[config.mk]
export PLATFORM = sky130hd
export DESIGN_NAME = crc_checked_frame_parser_flat
export DESIGN_NICKNAME = d
export VERILOG_FILES = /design/src/rtl/crcfp_pkg.sv /design/src/rtl/crcfp_stream_if.sv /design/src/rtl/crc_checked_frame_parser.sv /design/src/rtl/crcfp_parser.sv /design/src/flat_wrapper.sv
export SDC_FILE = /design/constraint.sdc
export NUM_CORES = 1
export LEC_CHECK = 0
export ABC_CLOCK_PERIOD_IN_PS = 10000
export BUFFER_PORTS_ARGS = -buffer_cell sky130_fd_sc_hd__buf_2
export CAP_MARGIN = 15
export CORE_ASPECT_RATIO = 1.2
export CORE_UTILIZATION = 61
export CTS_BUF_LIST = sky130_fd_sc_hd__clkbuf_4
export DETAILED_ROUTE_END_ITERATION = 10
export GPL_TIMING_DRIVEN = 0
export PLACE_DENSITY_LB_ADDON = 0.2
export REMOVE_ABC_BUFFERS = 1
export SETUP_SLACK_MARGIN = 0.4
export SYNTH_ARGS = -nofsm -noshare
export SYNTH_HDL_FRONTEND = slang
export SYNTH_SLANG_ARGS = --single-unit
[constraint.sdc]
create_clock -name clk -period 10 [get_ports clk]
set_input_delay 1.5 -clock clk [delete_from_list [all_inputs] [get_ports clk]]
set_output_delay 1.5 -clock clk [all_outputs]
set_load 0.01 [all_outputs]
[src/rtl/crcfp_pkg.sv]
`timescale 1ns / 1ps
// ----------------------------------------------------------------------------
// crcfp_pkg
// types, character codes and the crc16 byte update shared by the frame parser
// ----------------------------------------------------------------------------
package crcfp_pkg;

  typedef enum logic [3:0] {
    PH_HUNT = 4'b0001,
    PH_LEN  = 4'b0010,
    PH_PAY  = 4'b0100,
    PH_CRC  = 4'b1000
  } phase_t;

  localparam logic [1:0] ST_MATCH    = 2'd0;
  localparam logic [1:0] ST_MISMATCH = 2'd1;
  localparam logic [1:0] ST_OVERRUN  = 2'd2;

  localparam logic [7:0]  CHAR_COMMA   = 8'h2C;
  localparam logic [7:0]  CHAR_SEMI    = 8'h3B;
  localparam logic [7:0]  CHAR_ZERO    = 8'd48;
  localparam logic [7:0]  HEADER_RESET = 8'h5A;
  localparam logic [15:0] CRC_INIT     = 16'hFFFF;
  localparam logic [15:0] CRC_POLY     = 16'h1021;

  typedef struct packed {
    logic [7:0] rx_byte;
  } rx_item_t;

  typedef struct packed {
    logic [7:0] header_byte;
  } cfg_item_t;

  typedef struct packed {
    logic [1:0]  status;
    logic [15:0] computed_crc;
    logic [15:0] received_crc;
    logic [7:0]  payload_length;
  } result_t;

  function automatic logic [15:0] crc16_byte(input logic [15:0] crc, input logic [7:0] b);
    logic [15:0] c;
    c = crc ^ {b, 8'h00};
    for (int k = 0; k < 8; k++) begin
      if (c[15]) begin
        c = {c[14:0], 1'b0} ^ CRC_POLY;
      end else begin
        c = {c[14:0], 1'b0};
      end
    end
    return c;
  endfunction

endpackage

[src/rtl/crcfp_stream_if.sv]
`timescale 1ns / 1ps
// ----------------------------------------------------------------------------
// crcfp_stream_if
// valid/ready channel with a typed payload
// ----------------------------------------------------------------------------
interface crcfp_stream_if #(
  parameter type payload_t = logic [7:0]
);
  logic     valid;
  logic     ready;
  payload_t data;

  modport source (output valid, output data, input ready);
  modport sink   (input valid, input data, output ready);
endinterface

[src/rtl/crc_checked_frame_parser.sv]
`timescale 1ns / 1ps
// ----------------------------------------------------------------------------
// crc_checked_frame_parser
// ascii frame parser with crc16 ccitt-false check
// ----------------------------------------------------------------------------
// Accepts one received byte per clock unless the input stage stalls. Each byte
// is registered, then the parse step (decimal accumulate and one crc16 byte
// update) runs combinationally into the frame state and, when a frame ends or
// overruns, into the result register. The input stage only stalls when a
// result is ready while the result register still holds one that has not been
// taken. header_byte is written through cfg.
// ----------------------------------------------------------------------------
module crc_checked_frame_parser #(
  parameter int MAX_FRAME = 128
) (
  input  logic                                           clk,
  input  logic                                           rst,
  crcfp_stream_if.sink                                   rx,
  crcfp_stream_if.sink                                   cfg,
  crcfp_stream_if.source                                 result
);

  logic [7:0] header_byte;
  logic       s1_valid;
  logic [7:0] s1_byte;
  logic       res_valid;
  logic       out_free;
  logic       advance;
  logic       out_valid;
  crcfp_pkg::result_t res;
  crcfp_pkg::result_t out_data;
  crcfp_pkg::rx_item_t rx_item;
  crcfp_pkg::cfg_item_t cfg_item;

  assign rx_item  = rx.data;
  assign cfg_item = cfg.data;

  assign cfg.ready = 1'b1;

  always_ff @(posedge clk) begin
    if (rst) begin
      header_byte <= crcfp_pkg::HEADER_RESET;
    end else if (cfg.valid) begin
      header_byte <= cfg_item.header_byte;
    end
  end

  assign out_free = !out_valid || result.ready;
  assign advance  = s1_valid && (!res_valid || out_free);
  assign rx.ready = !s1_valid || advance;

  // input register
  always_ff @(posedge clk) begin
    if (rst) begin
      s1_valid <= 1'b0;
    end else if (rx.ready) begin
      s1_valid <= rx.valid;
    end
  end

  always_ff @(posedge clk) begin
    if (rx.ready && rx.valid) begin
      s1_byte <= rx_item.rx_byte;
    end
  end

  crcfp_parser #(
    .MAX_FRAME (MAX_FRAME)
  ) u_parser (
    .clk         (clk),
    .rst         (rst),
    .header_byte (header_byte),
    .item_valid  (s1_valid),
    .item_byte   (s1_byte),
    .advance     (advance),
    .res_valid   (res_valid),
    .res         (res)
  );

  // result register
  always_ff @(posedge clk) begin
    if (rst) begin
      out_valid <= 1'b0;
    end else if (advance && res_valid) begin
      out_valid <= 1'b1;
    end else if (result.ready) begin
      out_valid <= 1'b0;
    end
  end

  always_ff @(posedge clk) begin
    if (advance && res_valid) begin
      out_data <= res;
    end
  end

  assign result.valid = out_valid;
  assign result.data  = out_data;

  a_rx_lands: assert property (@(posedge clk) disable iff (rst)
    rx.valid && rx.ready |=> s1_valid)
    else $error("accepted byte not held in input stage");

  a_overrun_zero: assert property (@(posedge clk) disable iff (rst)
    out_valid && out_data.status == crcfp_pkg::ST_OVERRUN |->
      out_data.computed_crc == 16'h0000 && out_data.received_crc == 16'h0000
      && out_data.payload_length == 8'h00)
    else $error("overrun result carries nonzero fields");

  a_match_equal: assert property (@(posedge clk) disable iff (rst)
    out_valid && out_data.status == crcfp_pkg::ST_MATCH |->
      out_data.computed_crc == out_data.received_crc)
    else $error("match status with differing crcs");

  a_no_overwrite: assert property (@(posedge clk) disable iff (rst)
    out_valid && !result.ready |=> out_valid && $stable(out_data))
    else $error("pending result overwritten");

endmodule

[src/rtl/crcfp_parser.sv]
`timescale 1ns / 1ps
// ----------------------------------------------------------------------------
// crcfp_parser
// frame state and the per-byte parse step: header hunt, decimal length,
// payload crc, decimal received crc, result and overrun detection
// ----------------------------------------------------------------------------
module crcfp_parser #(
  parameter int MAX_FRAME = 128
) (
  input  logic                clk,
  input  logic                rst,
  input  logic [7:0]          header_byte,
  input  logic                item_valid,
  input  logic [7:0]          item_byte,
  input  logic                advance,
  output logic                res_valid,
  output crcfp_pkg::result_t  res
);

  localparam logic [7:0]  MaxFrame8  = 8'(MAX_FRAME);
  localparam logic [11:0] MaxFrame12 = 12'(MAX_FRAME);

  crcfp_pkg::phase_t phase, phase_next;
  logic [7:0]  byte_count, byte_count_next;
  logic [7:0]  frame_length, frame_length_next;
  logic [15:0] crc_accumulator, crc_accumulator_next;
  logic [15:0] received_crc_acc, received_crc_acc_next;
  logic [7:0]  payload_count, payload_count_next;

  logic [7:0]  digit;
  logic [11:0] len_value;
  logic        emit;
  crcfp_pkg::result_t res_next;

  assign digit     = item_byte - crcfp_pkg::CHAR_ZERO;
  assign len_value = ({4'b0, frame_length} << 3) + ({4'b0, frame_length} << 1) + {4'b0, digit};

  always_comb begin
    phase_next            = phase;
    byte_count_next       = byte_count;
    frame_length_next     = frame_length;
    crc_accumulator_next  = crc_accumulator;
    received_crc_acc_next = received_crc_acc;
    payload_count_next    = payload_count;
    emit                  = 1'b0;
    res_next              = '0;
    res_next.status       = crcfp_pkg::ST_OVERRUN;

    if (phase == crcfp_pkg::PH_HUNT) begin
      if (item_byte == header_byte) begin
        phase_next      = crcfp_pkg::PH_LEN;
        byte_count_next = 8'd1;
      end
    end else if (byte_count >= MaxFrame8) begin
      emit = 1'b1;
    end else begin
      unique case (phase)
        crcfp_pkg::PH_LEN: begin
          if (item_byte == crcfp_pkg::CHAR_COMMA) begin
            phase_next = crcfp_pkg::PH_PAY;
          end else if (len_value > MaxFrame12) begin
            emit = 1'b1;
          end else begin
            frame_length_next = len_value[7:0];
          end
        end
        crcfp_pkg::PH_PAY: begin
          if (item_byte == crcfp_pkg::CHAR_SEMI) begin
            phase_next = crcfp_pkg::PH_CRC;
          end else begin
            crc_accumulator_next = crcfp_pkg::crc16_byte(crc_accumulator, item_byte);
            payload_count_next   = payload_count + 8'd1;
          end
        end
        crcfp_pkg::PH_CRC: begin
          received_crc_acc_next = (received_crc_acc << 3) + (received_crc_acc << 1)
                                  + {8'h00, item_byte} - {8'h00, crcfp_pkg::CHAR_ZERO};
        end
        default: begin
          phase_next = crcfp_pkg::PH_HUNT;
        end
      endcase
      if (!emit) begin
        byte_count_next = byte_count + 8'd1;
        if ((phase_next == crcfp_pkg::PH_PAY || phase_next == crcfp_pkg::PH_CRC)
            && byte_count_next == frame_length_next) begin
          emit                    = 1'b1;
          res_next.status         = (crc_accumulator_next == received_crc_acc_next)
                                    ? crcfp_pkg::ST_MATCH : crcfp_pkg::ST_MISMATCH;
          res_next.computed_crc   = crc_accumulator_next;
          res_next.received_crc   = received_crc_acc_next;
          res_next.payload_length = payload_count_next;
        end
      end
    end

    if (emit) begin
      phase_next            = crcfp_pkg::PH_HUNT;
      byte_count_next       = '0;
      frame_length_next     = '0;
      crc_accumulator_next  = crcfp_pkg::CRC_INIT;
      received_crc_acc_next = '0;
      payload_count_next    = '0;
    end
  end

  assign res_valid = item_valid && emit;
  assign res       = res_next;

  always_ff @(posedge clk) begin
    if (rst) begin
      phase            <= crcfp_pkg::PH_HUNT;
      byte_count       <= '0;
      frame_length     <= '0;
      crc_accumulator  <= crcfp_pkg::CRC_INIT;
      received_crc_acc <= '0;
      payload_count    <= '0;
    end else if (advance) begin
      phase            <= phase_next;
      byte_count       <= byte_count_next;
      frame_length     <= frame_length_next;
      crc_accumulator  <= crc_accumulator_next;
      received_crc_acc <= received_crc_acc_next;
      payload_count    <= payload_count_next;
    end
  end

endmodule
[src/flat_wrapper.sv]
// flat-port wrapper written by rule: the top's interface ports become plain ports
module crc_checked_frame_parser_flat 
#(
  parameter int MAX_FRAME = 128
)
  (clk, rst, rx_valid, rx_data, rx_ready, cfg_valid, cfg_data, cfg_ready, result_valid, result_data, result_ready);
  crcfp_stream_if rx_i ();
  crcfp_stream_if cfg_i ();
  crcfp_stream_if result_i ();
  input  logic clk;
  input  logic rst;
  input wire logic [$bits(rx_i.valid)-1:0] rx_valid;
  input wire logic [$bits(rx_i.data)-1:0] rx_data;
  output wire logic [$bits(rx_i.ready)-1:0] rx_ready;
  input wire logic [$bits(cfg_i.valid)-1:0] cfg_valid;
  input wire logic [$bits(cfg_i.data)-1:0] cfg_data;
  output wire logic [$bits(cfg_i.ready)-1:0] cfg_ready;
  output wire logic [$bits(result_i.valid)-1:0] result_valid;
  output wire logic [$bits(result_i.data)-1:0] result_data;
  input wire logic [$bits(result_i.ready)-1:0] result_ready;
  assign rx_i.valid = rx_valid;
  assign rx_i.data = rx_data;
  assign rx_ready = rx_i.ready;
  assign cfg_i.valid = cfg_valid;
  assign cfg_i.data = cfg_data;
  assign cfg_ready = cfg_i.ready;
  assign result_valid = result_i.valid;
  assign result_data = result_i.data;
  assign result_i.ready = result_ready;
  crc_checked_frame_parser #(.MAX_FRAME(MAX_FRAME)) u_core (.clk(clk), .rst(rst), .rx(rx_i), .cfg(cfg_i), .result(result_i));
endmodule
Yosys cells after proc, flatten, opt, wreduce, memory -nomap -nowiden
Index checks and enable logic that the tools add are counted.
{"block": "op_classes", "div": 0, "n_bitwise": 1, "n_reduce_logical": 17, "n_eq_ne": 15, "n_mul": 0, "n_mux": 38, "add_sub_neg": 5, "n_lt_le_gt_ge": 2, "shift": 0}
{"operator": "$mux 8", "n": 18}
{"operator": "$mux 4", "n": 8}
{"operator": "$add 8x1->8 const B", "n": 2}
{"operator": "$eq 8x6->1 const B", "n": 2}
{"operator": "$eq 8x8->1", "n": 2}
{"operator": "$add 11x9->12", "n": 1}
{"operator": "$add 12x8->12", "n": 1}
{"operator": "$gt 12x8->1 const B", "n": 1}
{"operator": "$pmux 4 s3", "n": 1}
{"operator": "$mux 1", "n": 11}
{"operator": "$eq 4x3->1 const B", "n": 2}
{"operator": "$eq 4x4->1 const B", "n": 2}
{"operator": "$ge 8x8->1 const B", "n": 1}
{"operator": "$sub 8x6->8 const B", "n": 1}
{"operator": "$ne 3x3->1 const B", "n": 2}
{"operator": "$reduce_and 3->1", "n": 2}
{"operator": "$logic_and 1x1->1", "n": 5}
{"operator": "$eq 4x1->1 const B", "n": 1}
{"operator": "$eq 4x2->1 const B", "n": 1}
{"operator": "$logic_or 1x1->1", "n": 4}
{"operator": "$ne 2x2->1 const B", "n": 2}
{"operator": "$reduce_and 4->1", "n": 1}
{"operator": "$reduce_or 4->1", "n": 1}
{"operator": "$logic_not 1->1", "n": 3}
{"operator": "other kinds (3)", "n": 3}
{"block": "totals", "ramBits": 0, "memories": 0, "out_inout_bits": 11, "register_bits": 54, "word_cells": 87, "latch_bits": 0, "inputBits": 21, "rom_bits": 0}

Longest topological paths before layout
Gate-level depths: netlist of run 1.
{"block": "logic_depth", "ltp_word": 20, "ltp_mapped": 17, "mapped_depth_nobuf": 15}

By module
From an unflattened synthesis of run 1, not the netlist that was laid out.
{"block": "unflattened", "hier_cells": 863, "area_unflattened_um2": 6975.4}
{"mod": "crcfp_parser", "cells_each": 807, "instances": 1, "seq_area_each_um2": 1201.2, "area_per_inst_um2": 6088.3}
{"mod": "crc_checked_frame_parser", "cells_each": 56, "instances": 1, "seq_area_each_um2": 680.7, "area_per_inst_um2": 887.1}

Worst setup path after synthesis of run 1
Ideal clock, no wire load.
{"block": "synth_timing", "path_kind": "register to output", "from": "register u_core.s1_byte[4]", "to": "output port rx_ready", "path_buffers": 0, "stages_incl_launch_ff": 14, "path_slack_ns": 4.719, "t_required_ns": 8.500, "t_arrival_ns": 3.781, "path_cell_list": "edfxtp_1 -> ha_1 -> xnor2_1 -> fa_1 -> ha_1 -> and3_1 -> a221oi_2 -> xnor2_1 -> o32ai_2 -> a211oi_1 -> nor4_4 -> a2111o_1 -> nor2_1 -> o21ai_1"}
{"block": "synth_via", "elab_chain_len": 19, "word_cells_on_any_way": 34, "classes_between": "add/sub (2); order compare (1); eq/ne (5); mux (19); reduce/logical (7)"}
{"item": "from (decl)", "line": "crc_checked_frame_parser.sv:25", "source": "logic [7:0] s1_byte;"}
{"item": "from (signal assigned)", "line": "crc_checked_frame_parser.sv:63", "source": "s1_byte <= rx_item.rx_byte;"}
{"item": "$sub 8x6->8", "line": "crcfp_parser.sv:35", "source": "assign digit = item_byte - crcfp_pkg::CHAR_ZERO;"}
{"item": "$add 12x8->12", "line": "crcfp_parser.sv:36", "source": "assign len_value = ({4'b0, frame_length} << 3) + ({4'b0, frame_length} << 1) + {4'b0, digit};"}
{"item": "$gt 12x8->1", "line": "crcfp_parser.sv:61", "source": "end else if (len_value > MaxFrame12) begin"}
{"item": "$mux 8", "line": "crcfp_parser.sv:61"}
{"item": "$mux 8", "line": "crcfp_parser.sv:59", "source": "if (item_byte == crcfp_pkg::CHAR_COMMA) begin"}
{"item": "$mux 8", "line": "crcfp_parser.sv:57", "source": "unique case (phase)"}
{"item": "$mux 8", "line": "crcfp_parser.sv:54", "source": "end else if (byte_count >= MaxFrame8) begin"}
{"item": "$mux 8", "line": "crcfp_parser.sv:49", "source": "if (phase == crcfp_pkg::PH_HUNT) begin"}
{"item": "(+3 left out)"}
{"item": "$mux 1 (*)", "line": "crcfp_parser.sv:83", "source": "if (!emit) begin"}
{"item": "$mux 1 (*)", "line": "crcfp_parser.sv:54"}
{"item": "$mux 1 (*)", "line": "crcfp_parser.sv:49"}
{"item": "$logic_and 1x1->1 (*)", "line": "crcfp_parser.sv:107", "source": "assign res_valid = item_valid && emit;"}
{"item": "$logic_not 1->1 (*)", "line": "crc_checked_frame_parser.sv:49", "source": "assign advance = s1_valid && (!res_valid || out_free);"}
{"item": "$logic_or 1x1->1 (*)", "line": "crc_checked_frame_parser.sv:49"}
{"item": "$logic_and 1x1->1 (*)", "line": "crc_checked_frame_parser.sv:49"}
{"item": "$logic_or 1x1->1 (*)", "line": "crc_checked_frame_parser.sv:50", "source": "assign rx.ready = !s1_valid || advance;"}
{"item": "to (decl)", "line": "flat_wrapper.sv:14", "source": "output wire logic [$bits(rx_i.ready)-1:0] rx_ready;"}
Mark *: on every way between the ends. The rest lies on a longest branch, timed or not. The select of a mux whose other input is x is not followed.

Final worst setup path of run 1
Ends and elaborated chain as after synthesis.

==> out/summary.txt, run 1 <==
Area growth, synth to finish -> 6.53%
Max_slew headroom -> 51.8%
Via count -> 2,964
Port Buffers -> 30
Cell variety after synth -> 78
Reg2Reg Depth -> 13
Final hold viol count -> 0
Int Power -> 0.281 mW
Sequential area share after synthesis -> 33.6%
Average wire per standard cell -> 16.5 um
Mean post-synth cell area -> 9.53 um^2
Yosys warns -> 0
CTS Buf Count -> 5
Number of synthesized flops with an enable pin -> 16
WP data required -> 8500 ps
Setup tns final -> 0 ps
Hpwl dp -> 6.25 mm
Flop pwr share -> 60.9%
# H-tree levels -> 2
Setup-failing EPs final -> 0
Data arrival, critical path -> 4840 ps
Post-Syn Area -> 0.00370 mm^2
Leakage -> 1.46 nW
Residual DRC -> 0
Clk pwr share -> 26.4%
Hold Crit Endpoint -> u_core.u_parser.byte_count[4]$_SDFFE_PP0P_
Slew @ Worst Pin -> 723 ps
Clock sink total -> 54
WHS -> 515 ps
Max incr delay on CP -> 530 ps
Crit path capture type -> output port
Nets@finish -> 455
First-pass DRT Iterations -> 4
Critical path class -> flip-flop to output port
Hold path startpoint -> u_core.u_parser.byte_count[4]$_SDFFE_PP0P_
Max-slew violation count -> 0
Antenna Nets Post-Route -> 0
Gr ovfl total -> 0
Placed cell area -> 0.00388 mm^2
Gate power share -> 12.7%
Main synth FF type -> dfxtp_1
Vias per cell -> 6.01
Clk slew on worst S/H paths -> 160 ps
Unrepaired setup endpoints after global routing -> no
Cells along the critical path -> ha_1 > xnor2_1 > fa_1 > ha_1 > and3_1 > a221oi_2 > xnor2_1 > o32ai_2 > a211oi_1 > nor4_4 > a2111o_1 > nor2_1 > o21ai_1 > buf_2
Register bit total from synthesis -> 54
Hold depth -> 1
CP max stage cell -> a2111o_1
Hold Path Class -> flip-flop to flip-flop
Power per cell area -> 98.2 mW/mm^2
Fraction of registers with async set/reset -> 0%
Gr usage total -> 28.0%
Io pins -> 32
Maximum VDD drop -> 0.111 mV
Diode count -> 0
Worst skew pair latency -> 380 ps
Post-route design area -> 0.00394 mm^2
Vias in the first global route -> 2,961
Share of cells above drive strength 1 -> 15.7%
Core footprint -> 0.00574 mm^2
RR Startpoint -> u_core.s1_byte[4]$_DFFE_PP_
Sw power -> 0.105 mW
Post-CTS sizing -> 0
Die area -> 0.00638 mm^2
Post-synthesis cell count -> 388
Setup bufs post-CTS -> 0
Reg-to-reg endpoint -> u_core.result.data[0]$_SDFFCE_PP0P_
Pin count of the biggest net entering global routing -> 18
Flop2flop setup slack -> 4800 ps
Achievable Freq -> 158 MHz
Antenna violations before repair -> 0
Die Span X -> 73.1 um
Routability cong. -> 0.949
Initial Util -> 64.4%
Die height -> 87.3 um
Startpoint Class -> flip-flop
Final min period -> 6340 ps
Buffers from clock root to sink, at most -> 2
First-pass GRT wire length -> 13.9 mm
Final WL -> 8.11 mm
Run status -> finished clean
CTS tree -> done
CTS hold repair buffers -> 0
Final Cycle Share -> 63.4%
Max-cap check violation count -> 0
Switching share of power -> 27.2%
DRT iter0 DRCs -> 163
Rows -> 30
Clk root buf -> clkbuf_4
Crit Path Max Fanout -> 9
Clk_skew -> 11.3 ps
[worst max-delay path: cells and delay by family (launching register included)]
family	cells	cell delay, ps
flip-flops	1	490
buffers and inverters	1	170
AND/OR/NAND/NOR	3	520
AO/OA/AOI/OAI	5	1680
adder cells (fa/ha/maj)	3	1110
XOR/XNOR	2	490
[layout by cell type (no fill, tap or decap), types with 11 or more instances in the layout]
cell type / netlist / layout
dfxtp_1: 38 / 38
edfxtp_1: 16 / 16
buf_2: 1 / 30
xnor2_1: 21 / 21
inv_1: 21 / 21
a21oi_1: 19 / 19
nor2_1: 36 / 36
a22o_1: 11 / 11
ha_1: 16 / 16
nand2_1: 29 / 29
[per-layer routing]
metal	vias to the layer above	track usage, %	wire [um]
met1	1411	34.7	3560
met5	-	0	0
met2	64	50.4	4140
met4	0	8.73	148
met3	13	3.01	259
li1	1476	-	-
[cell families (layout without fill, tap and decap cells)]
group           count (synthesis)  count (layout)  synth area share, %
simple gates                  136             136                 20.2
compound gates                 96              96                 21.7
flops                          54              54                 33.6
buf+inv                        34              59                 4.03
xor+xnor                       32              32                 7.96
fa+ha+maj                      22              22                 8.67
mux                            13              13                 3.72
other cells                     1               1                0.101
[cell usage after synthesis, types with 3 or more instances]
| master | count | area [um^2] |
|---|---|---|
| nor3b_1 | 4 | 30.0 |
| xnor2_1 | 21 | 184 |
| a31oi_1 | 4 | 25.0 |
| o211ai_1 | 3 | 22.5 |
| o21ai_1 | 4 | 20.0 |
| mux2i_1 | 9 | 90.1 |
| mux2_2 | 3 | 33.8 |
| a211oi_1 | 4 | 30.0 |
| a2111o_1 | 3 | 33.8 |
| o2bb2ai_1 | 4 | 35.0 |
| a22o_1 | 11 | 96.3 |
| clkbuf_1 | 7 | 26.3 |
| and3_1 | 6 | 37.5 |
| nand2b_1 | 6 | 37.5 |
| fa_1 | 6 | 120 |
| nand3_1 | 9 | 45.0 |
| a21o_1 | 4 | 30.0 |
| a21oi_1 | 19 | 95.1 |
| nor2_1 | 36 | 135 |
| xor2_1 | 10 | 87.6 |
| inv_1 | 21 | 78.8 |
| a22oi_1 | 7 | 52.6 |
| edfxtp_1 | 16 | 480 |
| ha_1 | 16 | 200 |
| nor2b_1 | 8 | 50.1 |
| nand4_1 | 5 | 31.3 |
| and2_1 | 5 | 31.3 |
| nand2_1 | 29 | 109 |
| dfxtp_1 | 38 | 761 |
| o22ai_1 | 3 | 18.8 |
| nor3_1 | 9 | 45.0 |
[state kept, by name, indices dropped and copies added, names as in the netlist, 4 cells and up]
name / flops
u_core.u_parser.frame_length: 8
u_core.u_parser.phase: 4
u_core.u_parser.byte_count: 8
u_core.result.data: 8
u_core.s1_byte: 8
u_core.header_byte: 8
u_core.u_parser.payload_count: 8
[final cells by class]
class	instances	area [um^2]
multi-input cells	300	2310
fillers	454	1810
flip-flops and latches	54	1240
repair buffers	30	150
well taps	80	100
inverters	21	78.8
clock buffers	6	45.0
clock inverters	2	16.3
[how the worst max path moves through the flow]
stage               endpoint  depth (start not counted)                   startpoint  slack, ps
floorplan           rx_ready                         13  u_core.s1_byte[4]$_DFFE_PP_       4720
global placement    rx_ready                         14  u_core.s1_byte[4]$_DFFE_PP_       4190
detailed placement  rx_ready                         14  u_core.s1_byte[5]$_DFFE_PP_       4120
CTS                 rx_ready                         14  u_core.s1_byte[4]$_DFFE_PP_       3670
global route        rx_ready                         14  u_core.s1_byte[4]$_DFFE_PP_       3350
finish              rx_ready                         14  u_core.s1_byte[4]$_DFFE_PP_       3660
[power by group through the flow]
stage	logic, mW	clock network [mW]	registers, mW
floorplan	0.0345	0	0.238
global placement	0.0468	0	0.240
detailed placement	0.0484	0	0.240
CTS	0.0486	0.104	0.236
global route	0.0541	0.113	0.236
finish	0.0490	0.102	0.236
[through the flow]
| step | total power, mW | std cells | setup slack (ps) | util, % |
|---|---|---|---|---|
| after floorplan | 0.273 | 375 | 4720 | - |
| after global placement | 0.287 | 485 | 4190 | 67.5 |
| after detailed placement | 0.289 | 485 | 4120 | 67.5 |
| after CTS | 0.388 | 493 | 3670 | 68.6 |
| after global routing | 0.403 | 493 | 3350 | 68.6 |
| final | 0.387 | 493 | 3660 | 68.6 |
No activity file was read; power rests on OpenSTA's default activity.
==> inputs of run 2 (changes only) <==
Settings changed: ABC_AREA set to 1, ABC_CLOCK_PERIOD_IN_PS 10000 to 5800, CORE_UTILIZATION 61 to 56.
Clock period 10 ns to 5.8 ns, I/O delays scaled along.
==> out/summary.txt, run 2 <==
CP dominant cell by count -> nand2_1
Antenna Nets Post-Route -> 0 (unchanged)
Crit Path Max Fanout -> 7 (was 9)
Filler cell count in the final layout -> 601 (was 454)
Flop2flop setup slack -> 1360 ps (was 4800 ps)
Max-cap check violation count -> 0 (unchanged)
Power per cell area -> 228 mW/mm^2 (was 98.2 mW/mm^2)
Cell variety after synth -> 36 (was 78)
CTS tree -> done (unchanged)
Startpoint Class -> flip-flop (unchanged)
Reg-to-reg endpoint -> u_core.result.data[7]$_SDFFCE_PP0P_ (was u_core.result.data[0]$_SDFFCE_PP0P_)
Cell with the most instances after synthesis -> nand2_1 (was dfxtp_1)
Clk_skew -> 14.7 ps (was 11.3 ps)
Nets@finish -> 611 (was 455)
Die area -> 0.00692 mm^2 (was 0.00638 mm^2)
Unrepaired setup endpoints after global routing -> no (unchanged)
Clock sink total -> 54 (unchanged)
Crit path capture type -> output port (unchanged)
Share of cells above drive strength 1 -> 11.4% (was 15.7%)
Most instantiated cells after synthesis -> nand2_1 (148), nor2_1 (94), inv_1 (70) (was dfxtp_1 (38), nor2_1 (36), nand2_1 (29))
Leakage -> 1.95 nW (was 1.46 nW)
First-pass DRT Iterations -> 4 (unchanged)
Reg2Reg Depth -> 24 (was 13)
Worst skew pair latency -> 400 ps (was 380 ps)
CP max stage cell -> edfxtp_1 (was a2111o_1)
Critical path class -> flip-flop to output port (unchanged)
Rows -> 32 (was 30)
Register Area -> 0.00124 mm^2 (unchanged)
Hold depth -> 2 (was 1)
Yosys top cell area share -> 20.6% (about the same)
Antenna violations before repair -> 0 (unchanged)
CTS Buf Count -> 5 (unchanged)
Vias in the first global route -> 3,130 (was 2,961)
Core footprint -> 0.00641 mm^2 (was 0.00574 mm^2)
RR Startpoint -> u_core.s1_byte[4]$_DFFE_PP_ (unchanged)
Placed cell area -> 0.00389 mm^2 (was 0.00388 mm^2)
Main synth FF type -> dfxtp_1 (unchanged)
Area leader, netlist -> dfxtp_1 (unchanged)
Diode count -> 0 (unchanged)
Register bit total from synthesis -> 54 (unchanged)
Yosys warns -> 0 (unchanged)
DRT iter0 DRCs -> 166 (was 163)
Setup tns final -> 0 ps (unchanged)
Gr usage total -> 23.9% (was 28.0%)
Max-slew violation count -> 0 (unchanged)
Clk root buf -> clkbuf_4 (unchanged)
Commonest cells after routing, fill and taps aside -> nand2_1 (147), nor2_1 (94), inv_1 (70) (was dfxtp_1 (38), nor2_1 (36), buf_2 (30))
Buffers from clock root to sink, at most -> 2 (unchanged)
Gr ovfl total -> 0 (unchanged)
Post-synthesis cell count -> 537 (was 388)
Fraction of registers with async set/reset -> 0% (unchanged)
Setup-failing EPs final -> 0 (unchanged)
Synth area leaders -> dfxtp_1 (21%), nand2_1 (15%), edfxtp_1 (13%) (was dfxtp_1 (21%), edfxtp_1 (13%), ha_1 (5.4%))
Maximum VDD drop -> 0.176 mV (was 0.111 mV)
Vias per cell -> 5.03 (was 6.01)
Via count -> 3,290 (was 2,964)
Critical path endpoint -> rx_ready (unchanged)
Max_slew headroom -> 30.5% (was 51.8%)
Mean post-synth cell area -> 6.88 um^2 (was 9.53 um^2)
Cells along the critical path -> a21oi_1 > xor2_1 > fa_1 > ha_1 > nand2_1 > inv_1 > a21oi_1 > nand2_1 > nand2_1 > nand2_1 > inv_1 > nand2_1 > inv_1 > nand3_2 > nand2_1 > nand2_1 > nand2_1 > nand2_1 > nor2_1 > nand3_2 > o21bai_4 > nand3_4 > buf_2 (was ha_1 > xnor2_1 > fa_1 > ha_1 > and3_1 > a221oi_2 > xnor2_1 > o32ai_2 > a211oi_1 > nor4_4 > a2111o_1 > nor2_1 > o21ai_1 > buf_2)
Number of synthesized flops with an enable pin -> 16 (unchanged)
# H-tree levels -> 2 (unchanged)
First-pass GRT wire length -> 13.4 mm (was 13.9 mm)
Critical Path Source -> u_core.s1_byte[4]$_DFFE_PP_ (unchanged)
Initial Util -> 57.6% (was 64.4%)
Hold Path Class -> flip-flop to flip-flop (unchanged)
Final WL -> 7.71 mm (was 8.11 mm)
Average wire per standard cell -> 11.8 um (was 16.5 um)
Clk slew on worst S/H paths -> 160 ps (about the same)
Residual DRC -> 0 (unchanged)
Final Cycle Share -> 85.7%
Routability cong. -> 0.888 (was 0.949)
Commonest non-fill, non-tap cell in the layout -> nand2_1 (was dfxtp_1)
Post-route design area -> 0.00398 mm^2 (was 0.00394 mm^2)
Hpwl dp -> 5.89 mm (was 6.25 mm)
Die Span X -> 76.1 um (was 73.1 um)
Port Buffers -> 30 (unchanged)
Multi-input gate area -> 0.00212 mm^2 (was 0.00231 mm^2)
Final hold viol count -> 0 (unchanged)
Die height -> 91.0 um (was 87.3 um)
Data arrival, critical path -> 4100 ps (was 4840 ps)
CTS hold repair buffers -> 0 (unchanged)
Sequential area share after synthesis -> 33.6% (about the same)
Max incr delay on CP -> 490 ps (was 530 ps)
Area growth, synth to finish -> 7.73% (was 6.53%)
Io pins -> 32 (unchanged)
Final min period -> 4970 ps
Post-Syn Area -> 0.00369 mm^2 (was 0.00370 mm^2)
WP data required -> 4930 ps (was 8500 ps)
Slew @ Worst Pin -> 1040 ps (was 723 ps)
Run status -> finished clean (unchanged)
Achievable Freq -> 201 MHz
Pin count of the biggest net entering global routing -> 37 (was 18)
## run 2: metal layers
layer  routed length (um)  GRT usage [%]  vias to the layer above
met3                  292           2.61                       16
met4                  214           9.94                        0
met2                 3760           43.9                       75
met5                    0              0                        -
li1                     -              -                     1738
met1                 3440           28.0                     1461
## run 2: power breakdown
part           leakage (nW)  total, mW  internal [mW]  switching [mW]
Clock                0.0373      0.185         0.0522           0.133
Combinational          1.44      0.283          0.105           0.179
Sequential            0.480      0.440          0.413          0.0268
## run 2: layout make-up
type,instances,share of cell area [%]
clock inverters,3,0.723
clock buffers,5,0.944
well taps,85,2.67
flip-flops and latches,54,31.2
multi-input cells,401,53.2
inverters,73,6.89
repair buffers,33,4.34
## run 2: worst min-delay path by stage
stage                                                 end                                   from  slack (ps)
global placement       u_core.header_byte[1]$_SDFFE_PP1P_     u_core.header_byte[1]$_SDFFE_PP1P_         460
detailed placement  u_core.u_parser.phase[0]$_SDFFE_PP1P_  u_core.u_parser.phase[0]$_SDFFE_PP1P_         470
global route           u_core.header_byte[1]$_SDFFE_PP1P_     u_core.header_byte[1]$_SDFFE_PP1P_         530
finish                 u_core.header_byte[1]$_SDFFE_PP1P_     u_core.header_byte[1]$_SDFFE_PP1P_         500
CTS                 u_core.u_parser.phase[0]$_SDFFE_PP1P_  u_core.u_parser.phase[0]$_SDFFE_PP1P_         500
floorplan              u_core.header_byte[1]$_SDFFE_PP1P_     u_core.header_byte[1]$_SDFFE_PP1P_         450
## run 2: timing repair
item | CTS | global route
pin swaps | 1 | 2
endpoints found under the hold margin | 0 | 0
resized for setup | 0 | 1
endpoints found under the setup margin | 1 | 1
setup buffers | 1 | 2
## run 2: per-stage QoR
stage	utilization, %	cells	worst slack [ps]	hold WS [ps]	power (mW)
global placement	60.7	643	901	463	0.719
finish	62.1	654	831	497	0.909
global route	62.1	654	484	531	0.974
detailed placement	60.7	643	795	473	0.728
CTS	61.8	652	643	501	0.913
floorplan	-	528	1620	448	0.662
## run 2: logic make-up (layout without fill, tap and decap cells)
| group | count (synthesis) | in the layout | synth area share, % |
|---|---|---|---|
| XOR/XNOR | 24 | 24 | 5.69 |
| buffers and inverters | 82 | 114 | 9.12 |
| other | 1 | 1 | 0.102 |
| flip-flops | 54 | 54 | 33.6 |
| AND/OR/NAND/NOR | 331 | 331 | 39.0 |
| adder cells (fa/ha/maj) | 22 | 22 | 8.68 |
| AO/OA/AOI/OAI | 23 | 23 | 3.80 |
## run 2: worst max-delay path, delay by kind of cell, from the launching register on
kind	cells	cell delay, ps
XOR/XNOR	1	280
buffers and inverters	4	340
flip-flops	1	490
adder cells (fa/ha/maj)	2	840
AND/OR/NAND/NOR	13	1180
AO/OA/AOI/OAI	3	560
==> inputs of run 3 (changes only) <==
Settings changed: ABC_AREA 1 to unset, PLACE_DENSITY_LB_ADDON 0.2 to 0.15, REMOVE_ABC_BUFFERS 1 to unset.
==> out/summary.txt, run 3 (synthesis gave the netlist of run 1 again) <==
Run status -> finished clean (unchanged)
Max-cap check violation count -> 0 (unchanged)
Residual DRC -> 0 (unchanged)
Most crowded layer after global routing -> met2 (unchanged)
Placed cell area -> 0.00394 mm^2 (was 0.00389 mm^2)
Met1 GRT Util -> 32.8% (was 28.0%)
Max incr delay on CP -> 490 ps (about the same)
CTS hold repair buffers -> 0 (unchanged)
Worst skew pair latency -> 380 ps (was 400 ps)
Clk_skew -> 9.22 ps (was 14.7 ps)
Initial Util -> 57.7% (was 57.6%)
Area growth, synth to finish -> 17.8% (was 7.73%)
DRT iter0 DRCs -> 171 (was 166)
Clk slew on worst S/H paths -> 150 ps (was 160 ps)
Clock sink total -> 54 (unchanged)
Antenna Nets Post-Route -> 0 (unchanged)
Power per cell area -> 171 mW/mm^2 (was 228 mW/mm^2)
Final hold viol count -> 0 (unchanged)
Fin worst setup slack -> 481 ps (was 831 ps)
Gr usage total -> 26.3% (was 23.9%)
Core footprint -> 0.00641 mm^2 (unchanged)
Commonest cells after routing, fill and taps aside -> dfxtp_1 (38), nor2_1 (35), nand2_1 (29), buf_2 (29), inv_1 (21) (was nand2_1 (147), nor2_1 (94), inv_1 (70))
Via count -> 3,101 (was 3,290)
Setup-failing EPs final -> 0 (unchanged)
Max-slew violation count -> 0 (unchanged)
Setup tns final -> 0 ps (unchanged)
Average wire per standard cell -> 16.8 um (was 11.8 um)
WP data required -> 4930 ps (about the same)
Hold depth -> 1 (was 2)
Achievable Freq -> 188 MHz (was 201 MHz)
Slew @ Worst Pin -> 728 ps (was 1040 ps)
First-pass DRT Iterations -> 4 (unchanged)
Antenna violations before repair -> 0 (unchanged)
Maximum VDD drop -> 0.170 mV (was 0.176 mV)
Data arrival, critical path -> 4450 ps (was 4100 ps)
Leakage -> 1.61 nW (was 1.95 nW)
Unrepaired setup endpoints after global routing -> yes (was no)
Placed Cells -> 501 (was 643)
Io pins -> 32 (unchanged)
Vias per cell -> 5.90 (was 5.03)
Commonest non-fill, non-tap cell in the layout -> dfxtp_1 (was nand2_1)
Share of cells above drive strength 1 -> 24.0% (was 11.4%)
Routability cong. -> 0.912 (was 0.888)
Gr ovfl total -> 0 (unchanged)
CTS tree -> done (unchanged)
Vias in the first global route -> 3,059 (was 3,130)
Register Area -> 0.00124 mm^2 (unchanged)
# H-tree levels -> 2 (unchanged)
Final min period -> 5320 ps (was 4970 ps)
Place WS -> 472 ps (was 795 ps)
Final Cycle Share -> 91.7% (was 85.7%)
Nets@finish -> 483 (was 611)
Hpwl dp -> 6.35 mm (was 5.89 mm)
Multi-input gate area -> 0.00251 mm^2 (was 0.00212 mm^2)
Met3 GRT Util -> 3.32% (was 2.61%)
Die height -> 91.0 um (about the same)
CP max stage cell -> fa_1 (was edfxtp_1)
Max_slew headroom -> 51.0% (was 30.5%)
Pin count of the biggest net entering global routing -> 17 (was 37)
WHS -> 508 ps (was 497 ps)
Cells along the critical path -> buf_4 > ha_1 > inv_1 > fa_1 > ha_4 > a21o_1 > a221oi_4 > buf_4 > xnor2_4 > o32ai_4 > buf_4 > a21oi_1 > a31oi_2 > a2111o_1 > nor2_2 > o21ai_1 > buf_2 (was a21oi_1 > xor2_1 > fa_1 > ha_1 > nand2_1 > inv_1 > a21oi_1 > nand2_1 > nand2_1 > nand2_1 > inv_1 > nand2_1 > inv_1 > nand3_2 > nand2_1 > nand2_1 > nand2_1 > nand2_1 > nor2_1 > nand3_2 > o21bai_4 > nand3_4 > buf_2)
Die Span X -> 76.2 um (was 76.1 um)
Buffers from clock root to sink, at most -> 2 (unchanged)
Die area -> 0.00693 mm^2 (was 0.00692 mm^2)
Layout Utilization -> 68.0% (was 62.1%)
Clk root buf -> clkbuf_4 (unchanged)
Port Buffers -> 28 (was 30)
Met2 Use GR -> 45.8% (was 43.9%)
CTS Buf Count -> 5 (unchanged)
First-pass GRT wire length -> 14.4 mm (was 13.4 mm)
Rows -> 32 (unchanged)
Diode count -> 0 (unchanged)
Post-route design area -> 0.00435 mm^2 (was 0.00398 mm^2)
Syn Nets -> 431
Fin cells -> 526 (was 654)
Total Power -> 0.745 mW (was 0.909 mW)
Startpoint Class -> flip-flop (unchanged)
Critical path class -> flip-flop to output port (unchanged)
Crit Path Max Fanout -> 6 (was 7)
CP dominant cell by count -> buf_4 (was nand2_1)
Hold Path Class -> flip-flop to flip-flop (unchanged)
Reg2Reg Depth -> 17 (was 24)
Filler cell count in the final layout -> 516 (was 601)
Final WL -> 8.84 mm (was 7.71 mm)
Crit path capture type -> output port (unchanged)
[run 3: changes by cell type in the layout (fill, tap and decap cells not counted), moves of 13 or more]
cell | before | now
xor2_1 | 21 | 8
nand3_1 | 47 | 9
buf_4 | 3 | 18
inv_1 | 70 | 21
xnor2_1 | 3 | 18
nor2_1 | 94 | 35
nand2_1 | 147 | 29
[run 3: metal layers]
metal / vias to the layer above / part of all wire [%]
li1: 1528 / -
met1: 1472 / 45
met2: 84 / 49
met3: 17 / 3.5
met4: 0 / 2.0
met5: - / 0
[run 3: final timing paths]
path,from,slack (ps),end
max reg2reg,u_core.s1_byte[5]$_DFFE_PP_,790,u_core.result.data[6]$_SDFFCE_PP0P_
min reg2reg,u_core.u_parser.byte_count[4]$_SDFFE_PP0P_,510,u_core.u_parser.byte_count[4]$_SDFFE_PP0P_
max,u_core.s1_byte[5]$_DFFE_PP_,480,rx_ready
min,u_core.u_parser.byte_count[4]$_SDFFE_PP0P_,510,u_core.u_parser.byte_count[4]$_SDFFE_PP0P_
[run 3: power by group]
part	internal, mW	switching [mW]
Clock	0.0958	0.122
Combinational	0.0571	0.0641
Sequential	0.397	0.00938
[run 3: repair_timing]
action                     in CTS  in global routing
hold endpoints to repair        0                  0
gates resized for setup        12                 18
setup buffers                  10                  7
pin swaps                       5                  7
setup endpoints to repair       1                  1
[run 3: cell type report]
| class | count | share of cell area (%) |
|---|---|---|
| sequential | 54 | 28.5 |
| inverter | 21 | 1.81 |
| clock buffer | 6 | 1.03 |
| buffer | 13 | 1.61 |
| multi-input combinational | 300 | 57.6 |
| tap | 85 | 2.44 |
| clock inverter | 2 | 0.862 |
| timing repair buffer | 45 | 6.15 |
[run 3: critical path, delay by kind of cell (launching register included)]
family	cells	cell delay, ps
buffers and inverters	5	780
AO/OA/AOI/OAI	7	1470
flip-flops	1	470
AND/OR/NAND/NOR	1	130
adder cells (fa/ha/maj)	3	1050
XOR/XNOR	1	160
